## src/design/contiguous_first_fit_block_allocator_macros.svh

```systemverilog
// Assertion macros shared by the allocator RTL.
`ifndef CONTIGUOUS_FIRST_FIT_BLOCK_ALLOCATOR_MACROS_SVH
`define CONTIGUOUS_FIRST_FIT_BLOCK_ALLOCATOR_MACROS_SVH

`ifndef SYNTHESIS
// Same-cycle implication, disabled while reset is asserted.
`define CFFBA_ASSERT_SAME(label, clk, rstn, ante, cons) \
    label: assert property (@(posedge clk) disable iff (!(rstn)) (ante) |-> (cons)) \
        else $error("allocator check failed");
// Next-cycle implication, disabled while reset is asserted.
`define CFFBA_ASSERT_NEXT(label, clk, rstn, ante, cons) \
    label: assert property (@(posedge clk) disable iff (!(rstn)) (ante) |=> (cons)) \
        else $error("allocator check failed");
`else
`define CFFBA_ASSERT_SAME(label, clk, rstn, ante, cons)
`define CFFBA_ASSERT_NEXT(label, clk, rstn, ante, cons)
`endif

`endif

```

## src/design/cffba_pkg.sv

```systemverilog
`default_nettype none

package cffba_pkg;

    localparam int LEN_W    = 7;
    localparam int STATUS_W = 2;

    localparam logic CMD_ALLOC = 1'b0;
    localparam logic CMD_FREE  = 1'b1;

    localparam logic [STATUS_W-1:0] ST_OK       = 2'd0;
    localparam logic [STATUS_W-1:0] ST_NO_SPACE = 2'd1;
    localparam logic [STATUS_W-1:0] ST_BAD      = 2'd2;

    // Search token handed from cell to cell.
    typedef struct packed {
        logic             vld;
        logic             found;
        logic [LEN_W-1:0] run;
    } tok_t;

    // Broadcast write of a range of used bits.
    typedef struct packed {
        logic vld;
        logic val;
    } upd_t;

endpackage

`default_nettype wire

```

## src/design/cffba_cell.sv

```systemverilog
`default_nettype none

module cffba_cell #(
    parameter int INDEX = 1,
    parameter int IW    = 7,
    parameter int AW    = 8
) (
    input  wire logic                        aclk,
    input  wire logic                        aresetn,
    input  wire cffba_pkg::tok_t             tok_in,
    input  wire logic [IW-1:0]               start_in,
    input  wire logic [cffba_pkg::LEN_W-1:0] len,
    input  wire cffba_pkg::upd_t             upd,
    input  wire logic [AW-1:0]               upd_lo,
    input  wire logic [AW-1:0]               upd_hi,
    output cffba_pkg::tok_t                  tok_out,
    output logic [IW-1:0]                    start_out
);

    localparam logic [AW-1:0] MY_IDX = AW'(INDEX);

    logic                        used_reg;
    logic                        used_next;
    cffba_pkg::tok_t             tok_reg;
    cffba_pkg::tok_t             tok_next;
    logic [IW-1:0]               start_reg;
    logic [IW-1:0]               start_next;
    logic [cffba_pkg::LEN_W-1:0] run_inc;

    assign run_inc = tok_in.run + cffba_pkg::LEN_W'(1);

    always_comb begin
        tok_next   = tok_in;
        start_next = start_in;
        if (tok_in.vld && !tok_in.found) begin
            if (used_reg) begin
                tok_next.run = '0;
            end else begin
                tok_next.run = run_inc;
                if (run_inc == len) begin
                    tok_next.found = 1'b1;
                    // run ends here: start = index - len + 1
                    start_next = IW'(INDEX + 1) - IW'(len);
                end
            end
        end
    end

    always_comb begin
        used_next = used_reg;
        if (upd.vld && (MY_IDX >= upd_lo) && (MY_IDX <= upd_hi)) begin
            used_next = upd.val;
        end
    end

    always_ff @(posedge aclk) begin
        if (!aresetn) begin
            used_reg    <= 1'b0;
            tok_reg.vld <= 1'b0;
        end else begin
            used_reg    <= used_next;
            tok_reg.vld <= tok_next.vld;
        end
        tok_reg.found <= tok_next.found;
        tok_reg.run   <= tok_next.run;
        start_reg     <= start_next;
    end

    assign tok_out   = tok_reg;
    assign start_out = start_reg;

endmodule

`default_nettype wire

```

## src/design/contiguous_first_fit_block_allocator.sv

```systemverilog
// First-fit contiguous block allocator. One used bit per block lives in a row of
// BLOCK_COUNT-1 cells (block 0, the superblock, is never allocated). A free, or any
// request with a bad length or range, skips the search and goes straight to the done
// state. An allocate sends a search token down the cell row one block per cycle; its
// result is taken when the token leaves the last cell.
// One request is worked on at a time; a new one is taken while an earlier result still
// waits on the m_ side. granted_start carries the low 7 bits of the start block.
`default_nettype none
`include "contiguous_first_fit_block_allocator_macros.svh"

module contiguous_first_fit_block_allocator #(
    parameter int BLOCK_COUNT = 128
) (
    input  wire logic                           aclk,
    input  wire logic                           aresetn,
    input  wire logic                           s_valid,
    output logic                                s_ready,
    input  wire logic                           s_cmd,
    input  wire logic [cffba_pkg::LEN_W-1:0]    s_run_start,
    input  wire logic [cffba_pkg::LEN_W-1:0]    s_run_length,
    output logic                                m_valid,
    input  wire logic                           m_ready,
    output logic [cffba_pkg::STATUS_W-1:0]      m_status,
    output logic [cffba_pkg::LEN_W-1:0]         m_granted_start
);

    localparam int IW = $clog2(BLOCK_COUNT);
    localparam int AW = ((IW > cffba_pkg::LEN_W) ? IW : cffba_pkg::LEN_W) + 1;
    localparam logic [AW-1:0] LAST_BLOCK = AW'(BLOCK_COUNT - 1);

    localparam logic [1:0] S_IDLE = 2'd0;
    localparam logic [1:0] S_SCAN = 2'd1;
    localparam logic [1:0] S_DONE = 2'd2;

    logic [1:0]                      state_reg, state_next;
    logic [cffba_pkg::LEN_W-1:0]     len_reg, len_next;
    cffba_pkg::tok_t                 inj_reg, inj_next;
    cffba_pkg::upd_t                 upd_reg, upd_next;
    logic [AW-1:0]                   lo_reg, lo_next;
    logic [AW-1:0]                   hi_reg, hi_next;
    logic [cffba_pkg::STATUS_W-1:0]  res_status_reg, res_status_next;
    logic [cffba_pkg::LEN_W-1:0]     res_start_reg, res_start_next;
    logic                            m_valid_reg, m_valid_next;
    logic [cffba_pkg::STATUS_W-1:0]  m_status_reg, m_status_next;
    logic [cffba_pkg::LEN_W-1:0]     m_granted_reg, m_granted_next;

    cffba_pkg::tok_t                 tok_chain   [BLOCK_COUNT];
    logic [IW-1:0]                   start_chain [BLOCK_COUNT];

    logic [AW-1:0]                   free_hi;
    logic [AW-1:0]                   found_start;
    cffba_pkg::tok_t                 tok_end;

    assign tok_chain[0]   = inj_reg;
    assign start_chain[0] = '0;
    assign tok_end        = tok_chain[BLOCK_COUNT-1];

    genvar gi;
    generate
        for (gi = 1; gi < BLOCK_COUNT; gi++) begin : g_cell
            cffba_cell #(
                .INDEX (gi),
                .IW    (IW),
                .AW    (AW)
            ) u_cell (
                .aclk      (aclk),
                .aresetn   (aresetn),
                .tok_in    (tok_chain[gi-1]),
                .start_in  (start_chain[gi-1]),
                .len       (len_reg),
                .upd       (upd_reg),
                .upd_lo    (lo_reg),
                .upd_hi    (hi_reg),
                .tok_out   (tok_chain[gi]),
                .start_out (start_chain[gi])
            );
        end
    endgenerate

    assign s_ready     = (state_reg == S_IDLE);
    assign free_hi     = AW'(s_run_start) + AW'(s_run_length) - AW'(1);
    assign found_start = AW'(start_chain[BLOCK_COUNT-1]);

    always_comb begin
        state_next      = state_reg;
        len_next        = len_reg;
        inj_next        = inj_reg;
        inj_next.vld    = 1'b0;
        upd_next        = upd_reg;
        upd_next.vld    = 1'b0;
        lo_next         = lo_reg;
        hi_next         = hi_reg;
        res_status_next = res_status_reg;
        res_start_next  = res_start_reg;
        m_valid_next    = m_valid_reg && !m_ready;
        m_status_next   = m_status_reg;
        m_granted_next  = m_granted_reg;

        case (state_reg)
            S_IDLE: begin
                if (s_valid) begin
                    len_next       = s_run_length;
                    res_start_next = '0;
                    state_next     = S_DONE;
                    if (s_run_length == '0) begin
                        res_status_next = cffba_pkg::ST_BAD;
                    end else if (s_cmd == cffba_pkg::CMD_ALLOC) begin
                        inj_next.vld   = 1'b1;
                        inj_next.found = 1'b0;
                        inj_next.run   = '0;
                        state_next     = S_SCAN;
                    end else if (free_hi > LAST_BLOCK) begin
                        res_status_next = cffba_pkg::ST_BAD;
                    end else begin
                        upd_next.vld    = 1'b1;
                        upd_next.val    = 1'b0;
                        lo_next         = AW'(s_run_start);
                        hi_next         = free_hi;
                        res_status_next = cffba_pkg::ST_OK;
                    end
                end
            end
            S_SCAN: begin
                // wait for the token to leave the last cell
                if (tok_end.vld) begin
                    state_next = S_DONE;
                    if (tok_end.found) begin
                        upd_next.vld    = 1'b1;
                        upd_next.val    = 1'b1;
                        lo_next         = found_start;
                        hi_next         = found_start + AW'(len_reg) - AW'(1);
                        res_status_next = cffba_pkg::ST_OK;
                        res_start_next  = found_start[cffba_pkg::LEN_W-1:0];
                    end else begin
                        res_status_next = cffba_pkg::ST_NO_SPACE;
                        res_start_next  = '0;
                    end
                end
            end
            S_DONE: begin
                if (!m_valid_reg || m_ready) begin
                    m_valid_next   = 1'b1;
                    m_status_next  = res_status_reg;
                    m_granted_next = res_start_reg;
                    state_next     = S_IDLE;
                end
            end
            default: begin
                state_next = S_IDLE;
            end
        endcase
    end

    always_ff @(posedge aclk) begin
        if (!aresetn) begin
            state_reg   <= S_IDLE;
            inj_reg.vld <= 1'b0;
            upd_reg.vld <= 1'b0;
            m_valid_reg <= 1'b0;
        end else begin
            state_reg   <= state_next;
            inj_reg.vld <= inj_next.vld;
            upd_reg.vld <= upd_next.vld;
            m_valid_reg <= m_valid_next;
        end
        len_reg        <= len_next;
        inj_reg.found  <= inj_next.found;
        inj_reg.run    <= inj_next.run;
        upd_reg.val    <= upd_next.val;
        lo_reg         <= lo_next;
        hi_reg         <= hi_next;
        res_status_reg <= res_status_next;
        res_start_reg  <= res_start_next;
        m_status_reg   <= m_status_next;
        m_granted_reg  <= m_granted_next;
    end

    assign m_valid         = m_valid_reg;
    assign m_status        = m_status_reg;
    assign m_granted_start = m_granted_reg;

    `CFFBA_ASSERT_SAME(a_upd_in_done, aclk, aresetn, upd_reg.vld, state_reg == S_DONE)
    `CFFBA_ASSERT_SAME(a_inj_in_scan, aclk, aresetn, inj_reg.vld, state_reg == S_SCAN)
    `CFFBA_ASSERT_SAME(a_tok_in_scan, aclk, aresetn, tok_end.vld, state_reg == S_SCAN)
    `CFFBA_ASSERT_SAME(a_alloc_range, aclk, aresetn, upd_reg.vld && upd_reg.val,
        (lo_reg != '0) && (lo_reg <= hi_reg) && (hi_reg <= LAST_BLOCK))
    `CFFBA_ASSERT_NEXT(a_accept_leaves_idle, aclk, aresetn, s_valid && s_ready, state_reg != S_IDLE)

endmodule

`default_nettype wire

```

## config.mk

```make
export PLATFORM = sky130hd
export DESIGN_NAME = contiguous_first_fit_block_allocator
export DESIGN_NICKNAME = d
export VERILOG_FILES = /design/src/design/cffba_pkg.sv /design/src/design/cffba_cell.sv /design/src/design/contiguous_first_fit_block_allocator.sv
export VERILOG_INCLUDE_DIRS = /design/src /design/src/design
export SDC_FILE = /design/constraint.sdc
export NUM_CORES = 2
export LEC_CHECK = 0
export BUFFER_PORTS_ARGS = -buffer_cell sky130_fd_sc_hd__buf_4
export CORE_MARGIN = 3
export CORE_UTILIZATION = 65
export CTS_CLUSTER_DIAMETER = 100
export DETAILED_ROUTE_END_ITERATION = 16
export GPL_TIMING_DRIVEN = 0
export HOLD_SLACK_MARGIN = 0.03
export PLACE_DENSITY = 0.81
export SYNTH_ARGS = -nofsm -noshare
export SYNTH_HDL_FRONTEND = slang
export SYNTH_SLANG_ARGS = --single-unit
```

## constraint.sdc

```tcl
create_clock -name aclk -period 8.7 [get_ports aclk]
set_clock_uncertainty 0.1 [all_clocks]
set_input_delay 2.61 -clock aclk [delete_from_list [all_inputs] [get_ports aclk]]
set_output_delay 2.61 -clock aclk [all_outputs]
set_load 0.005 [all_outputs]
```

==> results of run 1 <==
[per-layer routing]
metal	GRT usage [%]	overflow
met3	54.3	7
met5	29.4	4
met4	60.9	54
met2	83.0	61
met1	72.9	8
[per-stage QoR]
| stage | instance area, um2 | setup WS, ps | hold slack (ps) |
|---|---|---|---|
| floorplan | 106000 | 2940 | 300 |
| global placement | 109000 | 1000 | 301 |
| detailed placement | 110000 | 1260 | 308 |
| CTS | 118000 | 986 | 323 |
[logic make-up after synthesis]
group / Yosys count / synth area share (%)
AOI/OAI and AO/OA: 2069 / 11.9
xor gates and xnor gates: 1277 / 10.6
adders and majority gates: 177 / 2.10
buffers and inverters: 1038 / 4.23
DFF: 2177 / 41.4
muxes: 1163 / 11.8
and+or+nand+nor: 3820 / 18.0
==> impl_results.md, run 1 <==
* RD Place Congestion at 1.13
* Cell Rows at 147
* Post-Syn Instances at 11.7k
* Die height at 410 um
* Count leader, synth: dfxtp_1
* H-tree depth at 4
* GRT Overall Usage at 68.9%
* Num CTS Buffers at 212
* Ys Warns at 0
* Main synth FF type: dfxtp_1
* Synth Register Bits at 2177
* Avg Inst Size Synth at 9.07 um2
* Post-Syn Nets at 11.9k
* Grt ovf at 134
* Initial Utilization at 65.8%
* Failed at: 5_1_grt
* DP HPWL at 332000 um
* Commonest cells in the netlist: 2136 x dfxtp_1, 1108 x nand2_1, 937 x o21ai_0
* GRT worst endpoint: g_cell[37].u_cell.start_out[1]$_DFF_P_/D
* Synth area leader: dfxtp_1
* Clk sinks at 2177
* Post-CTS resize count at 0
* Error message: [ERROR GRT-0232] Routing congestion too high. Check the congestion heatmap in the GUI.
* CTS Buffer Depth at 3
* Worst endpoint type: register data pin
* Placed cells at 13.9k
* Largest net degree at the start of global routing at 18
* Post-synthesis cell type count at 103
* # Post-CTS Setup Buffers at 0
* Port Buffers at 28
* Initial antenna violation count at 138
* Sequential element share of the synthesized area at 41.4%
* Root Buffer Master: clkbuf_16
* Number of synthesized flops with an enable pin at 41
* Status: stopped before the end
* Async set-reset flop share out of synthesis at 0%
* Die Wd at 410 um
* Mapped Area at 106000 um2
* Area fraction of the dominant cell type after synthesis at 40.2%
* Top cells by area, synth: dfxtp_1 40%, mux2_2 7.9%, xnor2_1 7.3%, o21ai_0 4.4%, mux2i_1 3.9%
* IO Count at 30
* Hold Buf Count CTS at 0
==> inputs of run 2 (changes only) <==
--- a/config.mk
+++ b/config.mk
@@ -8,12 +8,10 @@
 export LEC_CHECK = 0
 export BUFFER_PORTS_ARGS = -buffer_cell sky130_fd_sc_hd__buf_4
 export CORE_MARGIN = 3
-export CORE_UTILIZATION = 65
-export CTS_CLUSTER_DIAMETER = 100
+export CORE_UTILIZATION = 40
 export DETAILED_ROUTE_END_ITERATION = 16
 export GPL_TIMING_DRIVEN = 0
-export HOLD_SLACK_MARGIN = 0.03
-export PLACE_DENSITY = 0.81
+export PLACE_DENSITY_LB_ADDON = 0.15
 export SYNTH_ARGS = -nofsm -noshare
 export SYNTH_HDL_FRONTEND = slang
 export SYNTH_SLANG_ARGS = --single-unit
==> run 2 against run 1 <==
The flow now finishes, with violations (max-capacitance violations, max-slew violations). Synthesized cell count unchanged. Area after synthesis unchanged.
==> impl_results.md, run 2 <==
* Status: finished with violations
* Failing checks: max-capacitance violations, max-slew violations
* Placed instance area at 112000 um2
* Port Buffers at 28
* Async set-reset flop share out of synthesis at 0%
* IO Count at 30
* Max-slew violation count at 46
* Clk sinks at 2177
* Layout cells sized above 1 at 13.3%
* Hold Path Class: register to register
* Initial DRC Count at 10.0k
* Crit. End Element: register
* Ys Warns at 0
* Peak supply drop at 0.000219 V
* Critical Path Start Type: register
* Place WS at 578 ps
* Mapped Area at 106000 um2
* Initial antenna violation count at 81
* Die area at 272000 um2
* CTS Buffer Depth at 4
* Die height at 522 um
* Area fraction of the dominant cell type after synthesis at 40.2%
* Synth area leader: dfxtp_1
* H-tree depth at 4
* # Post-CTS Setup Buffers at 0
* Setup TNS at 0 ps
* Max_slew headroom at -2.58%
* Hold Buf Count CTS at 0
* Sequential element share of the synthesized area at 41.4%
* Final Cycle Share at 95.5%
* Most common cell after layout, fill and taps aside: dfxtp_1
* Final hold slack at 314 ps
* Power density cells at 193 nW/um2
* Num CTS Buffers at 243
* Number of synthesized flops with an enable pin at 41
* Commonest non-fill, non-tap cells in the layout: 2136 x dfxtp_1, 1108 x nand2_1, 937 x o21ai_0, 886 x xnor2_1, 746 x mux2_2
* DRT Wirelength at 500000 um
* Post-route DRC at 0
* Layout area overhead at 13.4%
* First-pass GRT wire length at 672000 um
* DP HPWL at 365000 um
* Main synth FF type: dfxtp_1
* Die Wd at 522 um
* CTS tree: done
* Critical Path AT at 9090 ps
* Non-Filler Instances at 15.8k
* Avg Inst Size Synth at 9.07 um2
* CP required at 9480 ps
* P_leak at 45.9 nW
* Final Cell Area at 121000 um2
* GRT Overall Usage at 35.4%
* Tot Pwr at 23.3 mW
* Utilization after layout at 45.8%
* Top cells by area, synth: dfxtp_1 40%, mux2_2 7.9%, xnor2_1 7.3%, o21ai_0 4.4%, mux2i_1 3.9%
* Via density per instance at 5.75
* Fmax at 120 MHz
* Max reg flops at 1115
* Vias in the first global route at 83.3k
* Placed cells at 15.3k
* RD Place Congestion at 1.01
* CORE AREA at 263000 um2
* Nets at 12.2k
* WL/cell at 31.6 um
* Post-Syn Nets at 11.9k
* Post-DRT Antenna Nets at 0
* Final hold viol count at 0
* Worst-Margin Slew at 1540 ps
* Final setup vio count at 0
* Post-Syn Instances at 11.7k
* First drt pass iteration count at 6
* Worst-path clk slew at 60 ps
* PnR worst setup slack at 396 ps
* Root Buffer Master: clkbuf_16
* Synth Register Bits at 2177
* CP Class: register to register
* Initial Utilization at 40.4%
* Post-CTS resize count at 0
* Min Clock Period, post-route at 8300 ps
* Clock Latency Late Sink at 950 ps
* Largest net degree at the start of global routing at 20
* Count leader, synth: dfxtp_1
* Cell Rows at 188
* Post-synthesis cell type count at 103
* CP Max Fanout at 14
* RSZ-0062 raised after global routing: false
* Vias at 90.9k
* Max Cap Violations at 7
* Commonest cells in the netlist: 2136 x dfxtp_1, 1108 x nand2_1, 937 x o21ai_0
* Grt ovf at 0
run 2: cell counts after synthesis:
Identical to the previous run, type by type.
run 2: final timing paths:
path                                                               end  slack (ps)                                    from  cells after the start
worst max-delay path            g_cell[63].u_cell.start_out[2]$_DFF_P_         400                    len_reg[1]$_DFFE_PP_                     12
worst min-delay path            g_cell[37].u_cell.start_out[6]$_DFF_P_         310  g_cell[36].u_cell.start_out[6]$_DFF_P_                      2
worst max register to register  g_cell[63].u_cell.start_out[2]$_DFF_P_         400                    len_reg[1]$_DFFE_PP_                     12
worst min register to register  g_cell[37].u_cell.start_out[6]$_DFF_P_         310  g_cell[36].u_cell.start_out[6]$_DFF_P_                      2
run 2: layout make-up:
cell class / instances / area (um2)
flip-flops and latches: 2177 / 44000
plain buffers: 731 / 3370
multi-input cells: 8506 / 58000
clock inverters: 100 / 1340
fillers: 25332 / 143000
diodes: 42 / 105
inverters: 307 / 1150
clock buffers: 345 / 7080
well taps: 3515 / 4400
repair buffers: 76 / 1150
run 2: power breakdown:
group          switching, mW  internal [mW]  total (mW)
sequential             0.112           10.1        10.2
combinational           1.66          0.557        2.22
clock                   4.49           6.40        10.9
total                   6.26           17.0        23.3
run 2: worst max-delay path, cell delays in order, from the launching register on:
cell      delay (ps)
edfxtp_1         690
buf_6            280
buf_6            420
buf_2           1100
buf_2            960
buf_2            530
inv_1            320
clkbuf_2         520
ha_1             370
clkbuf_1         360
xnor2_1         1180
clkbuf_1         880
mux2_2           370
run 2: kinds of logic after synthesis:
kind of cell / Yosys count / synth area share [%]
buffers and inverters: 1038 / 4.23
muxes: 1163 / 11.8
and+or+nand+nor: 3820 / 18.0
xor gates and xnor gates: 1277 / 10.6
AOI/OAI and AO/OA: 2069 / 11.9
adders and majority gates: 177 / 2.10
DFF: 2177 / 41.4
run 2: per-layer routing:
metal	track usage, %	routed length, um	vias to the layer above
met3	5.75	38800	968
li1	-	-	41162
met2	53.1	213000	4076
met4	20.9	33400	10
met5	0	69	-
met1	47.8	215000	44651
No activity file was read; power rests on OpenSTA's default activity.
